## src/slist_pkg.sv

```systemverilog
package slist_pkg;

    localparam logic [1:0] REQ_INSERT    = 2'd0;
    localparam logic [1:0] REQ_DELETE    = 2'd1;
    localparam logic [1:0] REQ_DUMP_ASC  = 2'd2;
    localparam logic [1:0] REQ_DUMP_DESC = 2'd3;

    localparam logic [1:0] ST_OK        = 2'd0;
    localparam logic [1:0] ST_NOT_FOUND = 2'd1;
    localparam logic [1:0] ST_EMPTY     = 2'd2;
    localparam logic [1:0] ST_FULL      = 2'd3;

    localparam int unsigned DATA_W = 32;

    typedef enum logic [2:0] {
        S_IDLE,
        S_INSERT,
        S_INS_HEAD,
        S_DELETE,
        S_DUMP
    } state_t;

endpackage

```

## src/slist_ram.sv

```systemverilog
module slist_ram #(
    parameter int WIDTH = 32,
    parameter int DEPTH = 32
) (
    input  logic                     clk,
    input  logic                     we,
    input  logic [$clog2(DEPTH)-1:0] waddr,
    input  logic [WIDTH-1:0]         wdata,
    input  logic [$clog2(DEPTH)-1:0] raddr,
    output logic [WIDTH-1:0]         rdata
);

    logic [WIDTH-1:0] mem [DEPTH];

    always_ff @(posedge clk)
    begin
        if (we)
        begin
            mem[waddr] <= wdata;
        end
        rdata <= mem[raddr];
    end

endmodule

```

## src/sorted_list_engine.sv

```systemverilog
// insert walks the entries down from the top and answers once it meets a smaller one or reaches
// entry zero; delete walks the whole list before it answers; dump strobes one result a cycle, one per entry
// throughput: one request at a time, the next taken in the cycle of the final result; entries
// are walked one per cycle through the one-read one-write entry ram
// full insert, empty delete, empty dump and insert into an empty list answer the cycle after accept
// rst_n clears the entry count and the controller, not the ram; results cannot be stalled
module sorted_list_engine #(
    parameter int CAPACITY = 32
) (
    input  logic                             clk,
    input  logic                             rst_n,
    input  logic                             start,
    output logic                             busy,
    input  logic [1:0]                       req_type,
    input  logic signed [slist_pkg::DATA_W-1:0] value,
    output logic                             result_strobe,
    output logic [1:0]                       status,
    output logic signed [slist_pkg::DATA_W-1:0] item,
    output logic                             last
);

    import slist_pkg::*;

    localparam int AW = $clog2(CAPACITY);
    localparam int CW = $clog2(CAPACITY + 1);

    state_t state_reg, state_next;

    logic [CW-1:0]            count_reg, count_next;
    logic signed [DATA_W-1:0] value_reg, value_next;
    logic [AW-1:0]            issue_addr_reg, issue_addr_next;
    logic                     issue_more_reg, issue_more_next;
    logic                     down_reg, down_next;
    logic [AW-1:0]            last_addr_reg, last_addr_next;
    logic                     found_reg, found_next;
    logic                     data_valid_reg, data_valid_next;
    logic [AW-1:0]            data_tag_reg, data_tag_next;

    logic                     strobe_reg, strobe_next;
    logic [1:0]               status_reg, status_next;
    logic signed [DATA_W-1:0] item_reg, item_next;
    logic                     last_reg, last_next;

    logic              ram_we;
    logic [AW-1:0]     ram_waddr;
    logic [DATA_W-1:0] ram_wdata;
    logic [AW-1:0]     ram_raddr;
    logic [DATA_W-1:0] ram_rdata;

    logic          accept;
    logic          list_empty;
    logic          list_full;
    logic          immediate;
    logic          step_last;
    logic          ins_ge;
    logic          del_match;
    logic          issuing;
    logic [AW-1:0] top_addr;

    slist_ram #(
        .WIDTH (DATA_W),
        .DEPTH (CAPACITY)
    ) u_ram (
        .clk   (clk),
        .we    (ram_we),
        .waddr (ram_waddr),
        .wdata (ram_wdata),
        .raddr (ram_raddr),
        .rdata (ram_rdata)
    );

    assign busy          = (state_reg != S_IDLE);
    assign accept        = start && !busy;
    assign list_empty    = (count_reg == '0);
    assign list_full     = (count_reg == CW'(CAPACITY));
    assign top_addr      = AW'(count_reg - 1'b1);
    assign immediate     = list_empty || ((req_type == REQ_INSERT) && list_full);
    assign step_last     = data_valid_reg && (data_tag_reg == last_addr_reg);
    assign ins_ge        = ($signed(ram_rdata) >= value_reg);
    assign del_match     = (ram_rdata == value_reg);
    assign issuing       = issue_more_reg
                           && ((state_reg == S_INSERT) || (state_reg == S_DELETE)
                               || (state_reg == S_DUMP));
    assign ram_raddr     = issue_addr_reg;
    assign result_strobe = strobe_reg;
    assign status        = status_reg;
    assign item          = item_reg;
    assign last          = last_reg;

    // next state
    always_comb
    begin
        state_next = state_reg;
        case (state_reg)
            S_IDLE:
            begin
                if (accept && !immediate)
                begin
                    case (req_type)
                        REQ_INSERT: state_next = S_INSERT;
                        REQ_DELETE: state_next = S_DELETE;
                        default:    state_next = S_DUMP;
                    endcase
                end
            end
            S_INSERT:
            begin
                if (data_valid_reg)
                begin
                    if (!ins_ge)
                    begin
                        state_next = S_IDLE;
                    end
                    else if (data_tag_reg == '0)
                    begin
                        state_next = S_INS_HEAD;
                    end
                end
            end
            S_INS_HEAD: state_next = S_IDLE;
            S_DELETE,
            S_DUMP:
            begin
                if (step_last)
                begin
                    state_next = S_IDLE;
                end
            end
            default: state_next = S_IDLE;
        endcase
    end

    // datapath and outputs
    always_comb
    begin
        count_next      = count_reg;
        value_next      = value_reg;
        issue_addr_next = issue_addr_reg;
        issue_more_next = issue_more_reg;
        down_next       = down_reg;
        last_addr_next  = last_addr_reg;
        found_next      = found_reg;
        data_valid_next = issuing;
        data_tag_next   = issue_addr_reg;
        strobe_next     = 1'b0;
        status_next     = status_reg;
        item_next       = item_reg;
        last_next       = last_reg;
        ram_we          = 1'b0;
        ram_waddr       = '0;
        ram_wdata       = value_reg;

        if (issuing)
        begin
            if (issue_addr_reg == last_addr_reg)
            begin
                issue_more_next = 1'b0;
            end
            else if (down_reg)
            begin
                issue_addr_next = issue_addr_reg - 1'b1;
            end
            else
            begin
                issue_addr_next = issue_addr_reg + 1'b1;
            end
        end

        case (state_reg)
            S_IDLE:
            begin
                if (accept)
                begin
                    value_next      = value;
                    found_next      = 1'b0;
                    issue_more_next = 1'b1;
                    down_next       = (req_type == REQ_INSERT) || (req_type == REQ_DUMP_DESC);
                    issue_addr_next = down_next ? top_addr : '0;
                    last_addr_next  = down_next ? '0 : top_addr;
                    if (immediate)
                    begin
                        strobe_next = 1'b1;
                        last_next   = 1'b1;
                        item_next   = value;
                        if ((req_type == REQ_INSERT) && list_full)
                        begin
                            status_next = ST_FULL;
                        end
                        else if (req_type == REQ_INSERT)
                        begin
                            // empty list: the new value becomes entry zero
                            status_next = ST_OK;
                            ram_we      = 1'b1;
                            ram_waddr   = '0;
                            ram_wdata   = value;
                            count_next  = count_reg + 1'b1;
                        end
                        else
                        begin
                            status_next = ST_EMPTY;
                            if (req_type != REQ_DELETE)
                            begin
                                item_next = '0;
                            end
                        end
                    end
                end
            end
            S_INSERT:
            begin
                // walk down from the top, moving entries not smaller than the new value up one slot
                if (data_valid_reg)
                begin
                    ram_we    = 1'b1;
                    ram_waddr = data_tag_reg + 1'b1;
                    if (ins_ge)
                    begin
                        ram_wdata = ram_rdata;
                    end
                    else
                    begin
                        ram_wdata   = value_reg;
                        count_next  = count_reg + 1'b1;
                        strobe_next = 1'b1;
                        status_next = ST_OK;
                        item_next   = value_reg;
                        last_next   = 1'b1;
                    end
                end
            end
            S_INS_HEAD:
            begin
                ram_we      = 1'b1;
                ram_waddr   = '0;
                ram_wdata   = value_reg;
                count_next  = count_reg + 1'b1;
                strobe_next = 1'b1;
                status_next = ST_OK;
                item_next   = value_reg;
                last_next   = 1'b1;
            end
            S_DELETE:
            begin
                // after the match every entry moves down one slot
                if (data_valid_reg)
                begin
                    found_next = found_reg || del_match;
                    if (found_reg)
                    begin
                        ram_we    = 1'b1;
                        ram_waddr = data_tag_reg - 1'b1;
                        ram_wdata = ram_rdata;
                    end
                    if (step_last)
                    begin
                        strobe_next = 1'b1;
                        item_next   = value_reg;
                        last_next   = 1'b1;
                        if (found_reg || del_match)
                        begin
                            status_next = ST_OK;
                            count_next  = count_reg - 1'b1;
                        end
                        else
                        begin
                            status_next = ST_NOT_FOUND;
                        end
                    end
                end
            end
            S_DUMP:
            begin
                if (data_valid_reg)
                begin
                    strobe_next = 1'b1;
                    status_next = ST_OK;
                    item_next   = $signed(ram_rdata);
                    last_next   = step_last;
                end
            end
            default:
            begin
            end
        endcase
    end

    always_ff @(posedge clk or negedge rst_n)
    begin
        if (!rst_n)
        begin
            state_reg      <= S_IDLE;
            count_reg      <= '0;
            issue_more_reg <= 1'b0;
            data_valid_reg <= 1'b0;
            strobe_reg     <= 1'b0;
            found_reg      <= 1'b0;
        end
        else
        begin
            state_reg      <= state_next;
            count_reg      <= count_next;
            issue_more_reg <= issue_more_next;
            data_valid_reg <= data_valid_next;
            strobe_reg     <= strobe_next;
            found_reg      <= found_next;
        end
    end

    always_ff @(posedge clk)
    begin
        value_reg      <= value_next;
        issue_addr_reg <= issue_addr_next;
        down_reg       <= down_next;
        last_addr_reg  <= last_addr_next;
        data_tag_reg   <= data_tag_next;
        status_reg     <= status_next;
        item_reg       <= item_next;
        last_reg       <= last_next;
    end

    a_count_bound: assert property (@(posedge clk) disable iff (!rst_n)
        count_reg <= CW'(CAPACITY))
        else $error("entry count above capacity");

    a_last_ends_request: assert property (@(posedge clk) disable iff (!rst_n)
        strobe_reg && last_reg |-> !busy)
        else $error("final result while still busy");

    a_run_only_in_dump: assert property (@(posedge clk) disable iff (!rst_n)
        strobe_reg && !last_reg |-> state_reg == S_DUMP)
        else $error("non-final result outside a dump");

    a_accept_progress: assert property (@(posedge clk) disable iff (!rst_n)
        accept |=> busy || strobe_reg)
        else $error("accepted request neither running nor answered");

    a_write_in_range: assert property (@(posedge clk) disable iff (!rst_n)
        ram_we |-> ({1'b0, ram_waddr} < (AW + 1)'(CAPACITY)))
        else $error("ram write beyond capacity");

endmodule
```

## config.mk

```make
export PLATFORM = sky130hd
export DESIGN_NAME = sorted_list_engine
export DESIGN_NICKNAME = d
export VERILOG_FILES = /design/src/slist_pkg.sv /design/src/slist_ram.sv /design/src/sorted_list_engine.sv
export SDC_FILE = /design/constraint.sdc
export NUM_CORES = 1
export LEC_CHECK = 0
export ABC_CLOCK_PERIOD_IN_PS = 16600
export BUFFER_PORTS_ARGS = -buffer_cell sky130_fd_sc_hd__buf_2
export CELL_PAD_IN_SITES_DETAIL_PLACEMENT = 0
export CELL_PAD_IN_SITES_GLOBAL_PLACEMENT = 2
export CORE_MARGIN = 2
export CORE_UTILIZATION = 43
export CTS_CLUSTER_DIAMETER = 30
export DETAILED_ROUTE_END_ITERATION = 7
export PLACE_DENSITY = 0.81
export SLEW_MARGIN = 20
export SYNTH_ARGS = -nofsm -noshare
export SYNTH_HDL_FRONTEND = slang
export SYNTH_HIERARCHICAL = 1
export SYNTH_SLANG_ARGS = --single-unit
```

## constraint.sdc

```tcl
create_clock -name clk -period 16.6 [get_ports clk]
set_input_delay 2.49 -clock clk [delete_from_list [all_inputs] [get_ports clk]]
set_output_delay 2.49 -clock clk [all_outputs]
set_load 0.1 [all_outputs]
```

==> results of run 1 <==
[cells by family (layout without fill, tap and decap cells)]
family	count (synthesis)	after routing	share of synthesized area
buffers and inverters	245	599	0.0262
and+or+nand+nor	473	473	0.0470
xor gates and xnor gates	23	23	0.00422
AOI/OAI and AO/OA	594	594	0.0886
DFF	1152	1152	0.714
muxes	517	517	0.108
adders and majority gates	44	44	0.0117
[report_power, final]
group	switching (mW)	internal [mW]
registers	0.189	4.04
logic	2.67	1.07
clock network	1.57	2.92
[cell usage after synthesis (all sizes together) (13+ instances only)]
cell type and instances:
edfxtp 1097, mux2i 517, a21oi 186, nand2 162, nand3 142, a22oi 130
buf 110, clkbuf 84, a31oi 65, a22o 64, nor2 56, inv 48
ha 43, dfxtp 42, nor3 38, o31ai 35, a211oi 33, a221o 32
and3 32, o21ai 16, xnor2 16, dfrtp 13
[placed cells by master, fill, tap and decap left out, types with 43 or more instances in the layout]
cell / n
sky130_fd_sc_hd__nand2_1: 161
sky130_fd_sc_hd__a31oi_1: 65
sky130_fd_sc_hd__a22oi_1: 98
sky130_fd_sc_hd__edfxtp_1: 1097
sky130_fd_sc_hd__buf_4: 52
sky130_fd_sc_hd__nand3_1: 142
sky130_fd_sc_hd__a21oi_1: 183
sky130_fd_sc_hd__inv_1: 47
sky130_fd_sc_hd__a22o_1: 64
sky130_fd_sc_hd__mux2i_1: 517
sky130_fd_sc_hd__buf_2: 73
sky130_fd_sc_hd__ha_1: 43
sky130_fd_sc_hd__clkbuf_16: 212
[metrics by stage]
step                      utilization  hold slack [ns]
after floorplan                     -            0.410
after global placement          0.450            0.463
after detailed placement        0.452            0.486
after CTS                       0.522            0.499
after global routing            0.523            0.516
final                           0.523            0.491
[worst paths after layout]
check,from,to,depth (start not counted)
max reg2reg,data_tag_next[0],u_ram/rdata[17],8
max,req_type[1],u_ram/mem[19][23],8
max in group asynchronous,rst_n,state_reg[2],1
min,issue_more_reg,issue_more_reg,1
min reg2reg,issue_more_reg,issue_more_reg,1
min in group asynchronous,rst_n,count_reg[4],1
[metal layers]
layer	vias to the layer above	wire, um	GRT usage
li1	12500	-	-
met1	14000	51200	0.283
met2	994	51300	0.301
met3	165	8460	0.0439
met4	0	1670	0.0522
met5	-	0	0
[area by class of cell]
type | instances | share of cell area
clock buffers | 225 | 0.0933
clock inverters | 178 | 0.0397
inverters | 51 | 0.00332
multi-input cells | 1651 | 0.221
flip-flops and latches | 1152 | 0.591
well taps | 1488 | 0.0323
repair buffers | 145 | 0.0198
==> impl_metrics.prom, run 1 <==
# TYPE chip_impl_metric gauge
chip_impl_metric{name="clk_latency",unit="ns"} 0.79
chip_impl_metric{name="cts_hold_repair.buffers",unit=""} 0
chip_impl_metric{name="drt-wirelength-per-cell",unit="um"} 23.0
chip_impl_metric{name="cell_area_after_placement",unit="sq um"} 49900
chip_impl_metric{name="timing_hold_violations_final",unit=""} 0
chip_impl_metric{name="reg2reg_setup_slack",unit="ns"} 11.56
chip_impl_metric{name="routed_via_density",unit=""} 5.65
chip_impl_metric{name="max_ffs_per_register",unit=""} 1024
chip_impl_info{name="crit_family",value="simple AND/OR/NAND/NOR gates"} 1
chip_impl_metric{name="setup_total_negative_slack",unit="ns"} 0
chip_impl_metric{name="count_of_different_cell_masters_after_synthesis",unit=""} 70
chip_impl_metric{name="postRouteWirelength",unit="um"} 113000
chip_impl_metric{name="grt_antenna_before_repair",unit=""} 4
chip_impl_info{name="synth_largest_area_cell",value="sky130_fd_sc_hd__edfxtp_1"} 1
chip_impl_metric{name="grt_first_pass_wirelength",unit="um"} 169000
chip_impl_metric{name="globalplace.congestion",unit=""} 0.849
chip_impl_metric{name="layout_setup_ws",unit="ns"} 10.80
chip_impl_metric{name="floorplan.die_area",unit="sq um"} 114000
chip_impl_metric{name="power.ir.vdd_worst",unit="mV"} 0.127
chip_impl_info{name="hold_path.class",value="reg -> reg"} 1
chip_impl_metric{name="critical_path_buf_inv_count",unit=""} 2
chip_impl_metric{name="synthesis.yosys.warnings",unit=""} 6
chip_impl_metric{name="syn_area",unit="sq um"} 47800
chip_impl_metric{name="synthArstFlopShare",unit=""} 0.0113
chip_impl_metric{name="netlist_instances",unit=""} 3048
chip_impl_metric{name="global_route.overflow_total",unit=""} 0
chip_impl_info{name="end_kind",value="flop"} 1
chip_impl_metric{name="post-route-drc-count",unit=""} 0
chip_impl_metric{name="dr_total_vias",unit=""} 27600
chip_impl_metric{name="stdcell_count",unit=""} 4890
chip_impl_info{name="critical_path.cell_chain",value="buf_2 > inv_1 > ha_1 > nand3_1 > nor2_4 > or4_1 > nand3_1 > nor2_4"} 1
chip_impl_metric{name="maxCapViolations",unit=""} 0
chip_impl_metric{name="proportion_of_synthesized_chip_area_in_sequential_cells",unit=""} 0.714
chip_impl_metric{name="synth_area_per_cell",unit="sq um"} 15.7
chip_impl_info{name="tritoncts_clock_tree",value="done"} 1
chip_impl_metric{name="final_antenna_net_count",unit=""} 0
chip_impl_metric{name="power.density",unit="nW/um^2"} 216
chip_impl_info{name="ctsRootBufferMaster",value="sky130_fd_sc_hd__clkbuf_16"} 1
chip_impl_info{name="run_status",value="finished, final reports clean"} 1
chip_impl_metric{name="final_area",unit="sq um"} 57700
chip_impl_metric{name="post_layout_minimum_cycle_time",unit="ns"} 5.80
chip_impl_metric{name="drtIter0Drc",unit=""} 2432
chip_impl_info{name="yosys-top-cells-area",value="sky130_fd_sc_hd__edfxtp_1 69%, sky130_fd_sc_hd__mux2i_1 11%, sky130_fd_sc_hd__a21oi_1 1.9%"} 1
chip_impl_metric{name="floorplan.core_area",unit="sq um"} 110000
chip_impl_info{name="register_name_with_the_most_flops",value="u_ram/mem"} 1
chip_impl_metric{name="synthesis.nets",unit=""} 3129
chip_impl_metric{name="power_leakage",unit="nW"} 20.1
chip_impl_metric{name="slowest_delay",unit="ns"} 1.19
chip_impl_metric{name="highest_fanout_seen_on_the_critical_path",unit=""} 34
chip_impl_metric{name="nets",unit=""} 3293
chip_impl_metric{name="dpl.cell_count",unit=""} 4479
chip_impl_metric{name="timing.final.setup_violations",unit=""} 0
chip_impl_info{name="cpMaxStageDelayCell",value="sky130_fd_sc_hd__nor2_4"} 1
chip_impl_metric{name="area_occupied_by_multi_input_gates",unit="sq um"} 12700
chip_impl_metric{name="layout-drive-gt1-share",unit=""} 0.182
chip_impl_metric{name="timing.critical_path.required",unit="ns"} 16.99
chip_impl_metric{name="final.setup_skew",unit="ns"} 0.0312
chip_impl_metric{name="synth_enable_flop_cells",unit=""} 1097
chip_impl_metric{name="final.fill_count",unit=""} 8856
chip_impl_metric{name="slew_headroom",unit=""} 0.180
chip_impl_metric{name="report.final.slew_viol_count",unit=""} 0
chip_impl_metric{name="clock_tree.htree_level_count",unit=""} 4
chip_impl_metric{name="achievable-frequency",unit="MHz"} 173
chip_impl_metric{name="initial_utilization",unit=""} 0.433
chip_impl_metric{name="pin_count_of_the_biggest_net_entering_global_routing",unit=""} 129
chip_impl_metric{name="grt_util_all_layers",unit=""} 0.197
chip_impl_metric{name="post_cts_resize_count",unit=""} 0
chip_impl_metric{name="die_h",unit="um"} 337
chip_impl_metric{name="dieWidth",unit="um"} 337
chip_impl_metric{name="crit_arrival",unit="ns"} 6.19
chip_impl_info{name="worst_setup_path_start_kind",value="input pin"} 1
chip_impl_metric{name="antenna_cells",unit=""} 0
chip_impl_metric{name="pin_count",unit=""} 74
chip_impl_info{name="critPathKind",value="in -> reg"} 1
chip_impl_info{name="synth_top_flop_cell",value="sky130_fd_sc_hd__edfxtp_1"} 1
chip_impl_metric{name="grt_pass1_vias",unit=""} 27600
chip_impl_metric{name="yosysTopAreaCellShare",unit=""} 0.690
chip_impl_metric{name="numCtsBuffers",unit=""} 211
chip_impl_metric{name="final_worst_path_cycle_share",unit=""} 0.349
chip_impl_metric{name="drtPass1Iterations",unit=""} 6
chip_impl_metric{name="io_buffer_count",unit=""} 73
chip_impl_metric{name="dp_worst_setup_slack",unit="ns"} 10.07
chip_impl_metric{name="clkTransAtPathRegs",unit="ns"} 0.05
chip_impl_metric{name="place.detailed.hpwl",unit="um"} 67600
chip_impl_info{name="grt_setup_unrepaired",value="no"} 1
chip_impl_metric{name="tritoncts_num_sinks",unit=""} 1152
chip_impl_metric{name="ctsLongestPathBuffers",unit=""} 3
chip_impl_metric{name="final-seq-area",unit="sq um"} 34100
chip_impl_metric{name="yosys_register_bits",unit=""} 1152
chip_impl_metric{name="totalPowerFinal",unit="mW"} 12.5
chip_impl_metric{name="area_delta_synth_final",unit="%"} 20.8
chip_impl_metric{name="cts.repair_timing.setup_buffer_count",unit=""} 0
chip_impl_metric{name="floorplan.rows",unit=""} 122
chip_impl_metric{name="worst-slew-pin-transition",unit="ns"} 1.23
Power figures use the tool's default switching activity.
==> run 2, diff against run 1 <==
Settings changed: ABC_CLOCK_PERIOD_IN_PS 16600 to 5000, PLACE_DENSITY 0.81 to 0.84.
Clock period 16.6 ns to 5 ns, I/O delays scaled along.
==> run 2 against run 1 <==
Compared with the run above:
- critical path depth unchanged
- worst hold slack worse by 0.27 ns
- die area unchanged
- worst setup slack got worse by 10 ns
- count of clock-buffer cells in the layout fell by 21
- critical endpoint is now u_ram/mem[31][8]
- largest cell class unchanged
==> impl_metrics.prom, run 2 (synthesized netlist as in run 1, its figures left out) <==
# TYPE chip_impl_metric gauge
chip_impl_info{name="run_status",value="finished, final reports clean"} 1
chip_impl_info{name="setup.worst_path.end",value="u_ram/mem[31][8]"} 1
chip_impl_metric{name="ctsLongestPathBuffers",unit=""} 3
chip_impl_metric{name="final.setup_skew",unit="ns"} 0.0233
chip_impl_metric{name="floorplan.rows",unit=""} 122
chip_impl_metric{name="area_delta_synth_final",unit="%"} 19.3
chip_impl_metric{name="power.density",unit="nW/um^2"} 689
chip_impl_info{name="register_name_with_the_most_flops",value="u_ram/mem"} 1
chip_impl_metric{name="post_cts_resize_count",unit=""} 0
chip_impl_metric{name="post_layout_minimum_cycle_time",unit="ns"} 4.35
chip_impl_info{name="worst_setup_path_start_kind",value="flop"} 1
chip_impl_metric{name="setup_total_negative_slack",unit="ns"} 0
chip_impl_metric{name="routed_via_density",unit=""} 5.80
chip_impl_metric{name="global_route.overflow_total",unit=""} 0
chip_impl_metric{name="reg2reg_setup_slack",unit="ns"} 0.65
chip_impl_metric{name="place.detailed.hpwl",unit="um"} 69800
chip_impl_metric{name="grt_util_all_layers",unit=""} 0.218
chip_impl_metric{name="nets",unit=""} 3309
chip_impl_metric{name="max_ffs_per_register",unit=""} 1024
chip_impl_metric{name="highest_fanout_seen_on_the_critical_path",unit=""} 32
chip_impl_metric{name="dr_total_vias",unit=""} 28300
chip_impl_metric{name="floorplan.die_area",unit="sq um"} 114000
chip_impl_metric{name="power_leakage",unit="nW"} 19.9
chip_impl_metric{name="layout-drive-gt1-share",unit=""} 0.173
chip_impl_metric{name="timing.final.setup_violations",unit=""} 0
chip_impl_metric{name="floorplan.core_area",unit="sq um"} 110000
chip_impl_metric{name="cts.repair_timing.setup_buffer_count",unit=""} 0
chip_impl_info{name="grt_setup_unrepaired",value="no"} 1
chip_impl_metric{name="cell_area_after_placement",unit="sq um"} 50600
chip_impl_metric{name="timing_hold_violations_final",unit=""} 0
chip_impl_metric{name="power.ir.vdd_worst",unit="mV"} 0.451
chip_impl_metric{name="achievable-frequency",unit="MHz"} 230
chip_impl_metric{name="grt_pass1_vias",unit=""} 28200
chip_impl_metric{name="drtIter0Drc",unit=""} 2940
chip_impl_metric{name="numCtsBuffers",unit=""} 184
chip_impl_metric{name="grt_antenna_before_repair",unit=""} 7
chip_impl_metric{name="r2r_cells",unit=""} 8
chip_impl_info{name="critPathKind",value="reg -> reg"} 1
chip_impl_info{name="reg2reg_to",value="u_ram/mem[31][8]"} 1
chip_impl_metric{name="tritoncts_num_sinks",unit=""} 1152
chip_impl_metric{name="pin_count_of_the_biggest_net_entering_global_routing",unit=""} 134
chip_impl_metric{name="slew_headroom",unit=""} 0.230
chip_impl_metric{name="postRouteWirelength",unit="um"} 125000
chip_impl_metric{name="final_worst_path_cycle_share",unit=""} 0.870
chip_impl_metric{name="clk_latency",unit="ns"} 0.77
chip_impl_metric{name="drt-wirelength-per-cell",unit="um"} 25.7
chip_impl_metric{name="dieWidth",unit="um"} 337
chip_impl_metric{name="worst-slew-pin-transition",unit="ns"} 1.16
chip_impl_info{name="most_frequent_cells_in_the_layout",value="1097 x sky130_fd_sc_hd__edfxtp_1, 517 x sky130_fd_sc_hd__mux2i_1, 187 x sky130_fd_sc_hd__clkbuf_16, 184 x sky130_fd_sc_hd__a21oi_1, 161 x sky130_fd_sc_hd__nand2_1"} 1
chip_impl_info{name="crit_path_start",value="state_reg[2]"} 1
chip_impl_metric{name="final_area",unit="sq um"} 57000
chip_impl_info{name="worstReg2RegStart",value="state_reg[2]"} 1
chip_impl_info{name="ctsRootBufferMaster",value="sky130_fd_sc_hd__clkbuf_16"} 1
chip_impl_info{name="hold_path.class",value="in -> reg"} 1
chip_impl_metric{name="globalplace.congestion",unit=""} 0.838
chip_impl_metric{name="layout_setup_ws",unit="ns"} 0.651
chip_impl_metric{name="report.final.slew_viol_count",unit=""} 0
chip_impl_info{name="mostFrequentLayoutCell",value="sky130_fd_sc_hd__edfxtp_1"} 1
chip_impl_metric{name="final_antenna_net_count",unit=""} 0
chip_impl_metric{name="dp_worst_setup_slack",unit="ns"} 0.798
chip_impl_metric{name="maxCapViolations",unit=""} 0
chip_impl_metric{name="pin_count",unit=""} 74
chip_impl_metric{name="clock_tree.htree_level_count",unit=""} 4
chip_impl_metric{name="grt_first_pass_wirelength",unit="um"} 183000
chip_impl_metric{name="initial_utilization",unit=""} 0.433
chip_impl_metric{name="timing.critical_path.required",unit="ns"} 5.37
chip_impl_metric{name="io_buffer_count",unit=""} 73
chip_impl_metric{name="crit_arrival",unit="ns"} 4.72
chip_impl_info{name="tritoncts_clock_tree",value="done"} 1
chip_impl_metric{name="post-route-drc-count",unit=""} 0
chip_impl_metric{name="drtPass1Iterations",unit=""} 6
chip_impl_metric{name="die_h",unit="um"} 337
chip_impl_metric{name="clkTransAtPathRegs",unit="ns"} 0.05
chip_impl_info{name="end_kind",value="flop"} 1
run 2: worst min-delay path by stage:
stage / startpoint / endpoint / slack, ns / depth (start not counted)
floorplan: data_tag_next[0] / data_tag_reg[0] / 0.41 / 0
global placement: issue_more_reg / issue_more_reg / 0.46 / 1
detailed placement: issue_more_reg / issue_more_reg / 0.47 / 1
CTS: value[16] / value_reg[16] / 0.17 / 1
global route: value[15] / value_reg[15] / 0.19 / 1
finish: value[16] / value_reg[16] / 0.22 / 1
run 2: cell type report:
| class | instances | area, sq um |
|---|---|---|
| clock inverter | 141 | 1650 |
| clock buffer | 204 | 4740 |
| sequential | 1152 | 34100 |
| inverter | 51 | 191 |
| tap | 1488 | 1860 |
| antenna | 4 | 10.0 |
| fill | 8796 | 53400 |
| timing repair buffer | 188 | 1690 |
| multi-input combinational | 1651 | 12700 |
run 2: stage by stage:
step / std cells / util / total power, mW / hold slack, ns
finish: 4879 / 0.516 / 39.3 / 0.218
global route: 4875 / 0.516 / 40.8 / 0.192
CTS: 4875 / 0.516 / 39.3 / 0.172
detailed placement: 4529 / 0.458 / 26.5 / 0.474
global placement: 4529 / 0.458 / 26.1 / 0.465
floorplan: 3048 / - / 22.3 / 0.410
run 2: power breakdown:
group          switching [mW]  leakage [nW]  internal (mW)
Clock                    4.66          3.07           8.19
Combinational            8.79          6.31           3.66
Sequential              0.595          10.5           13.4
run 2: repair_timing:
item,4_1_cts,5_1_grt
setup endpoints to repair,0,0
endpoints found under the hold margin,13,0
hold buffers,1,0
run 2: critical path: stages (launching register included):
cell                       delay [ns]
sky130_fd_sc_hd__dfrtp_2         0.53
sky130_fd_sc_hd__and2b_1         0.31
sky130_fd_sc_hd__nand2b_1        0.20
sky130_fd_sc_hd__nor2_1          0.43
sky130_fd_sc_hd__a221oi_1        0.18
sky130_fd_sc_hd__o21ai_0         0.92
sky130_fd_sc_hd__nand3_1         0.59
sky130_fd_sc_hd__nor2_4          0.20
sky130_fd_sc_hd__buf_4           0.59
run 2: per-layer routing:
layer,track usage,routed length [um],up-vias,part of all wire
li1,-,-,12500,-
met1,0.286,51900,14400,0.41
met2,0.366,61400,1213,0.49
met3,0.0435,9220,207,0.074
met4,0.0667,2830,2,0.023
met5,0,8,-,0.000064
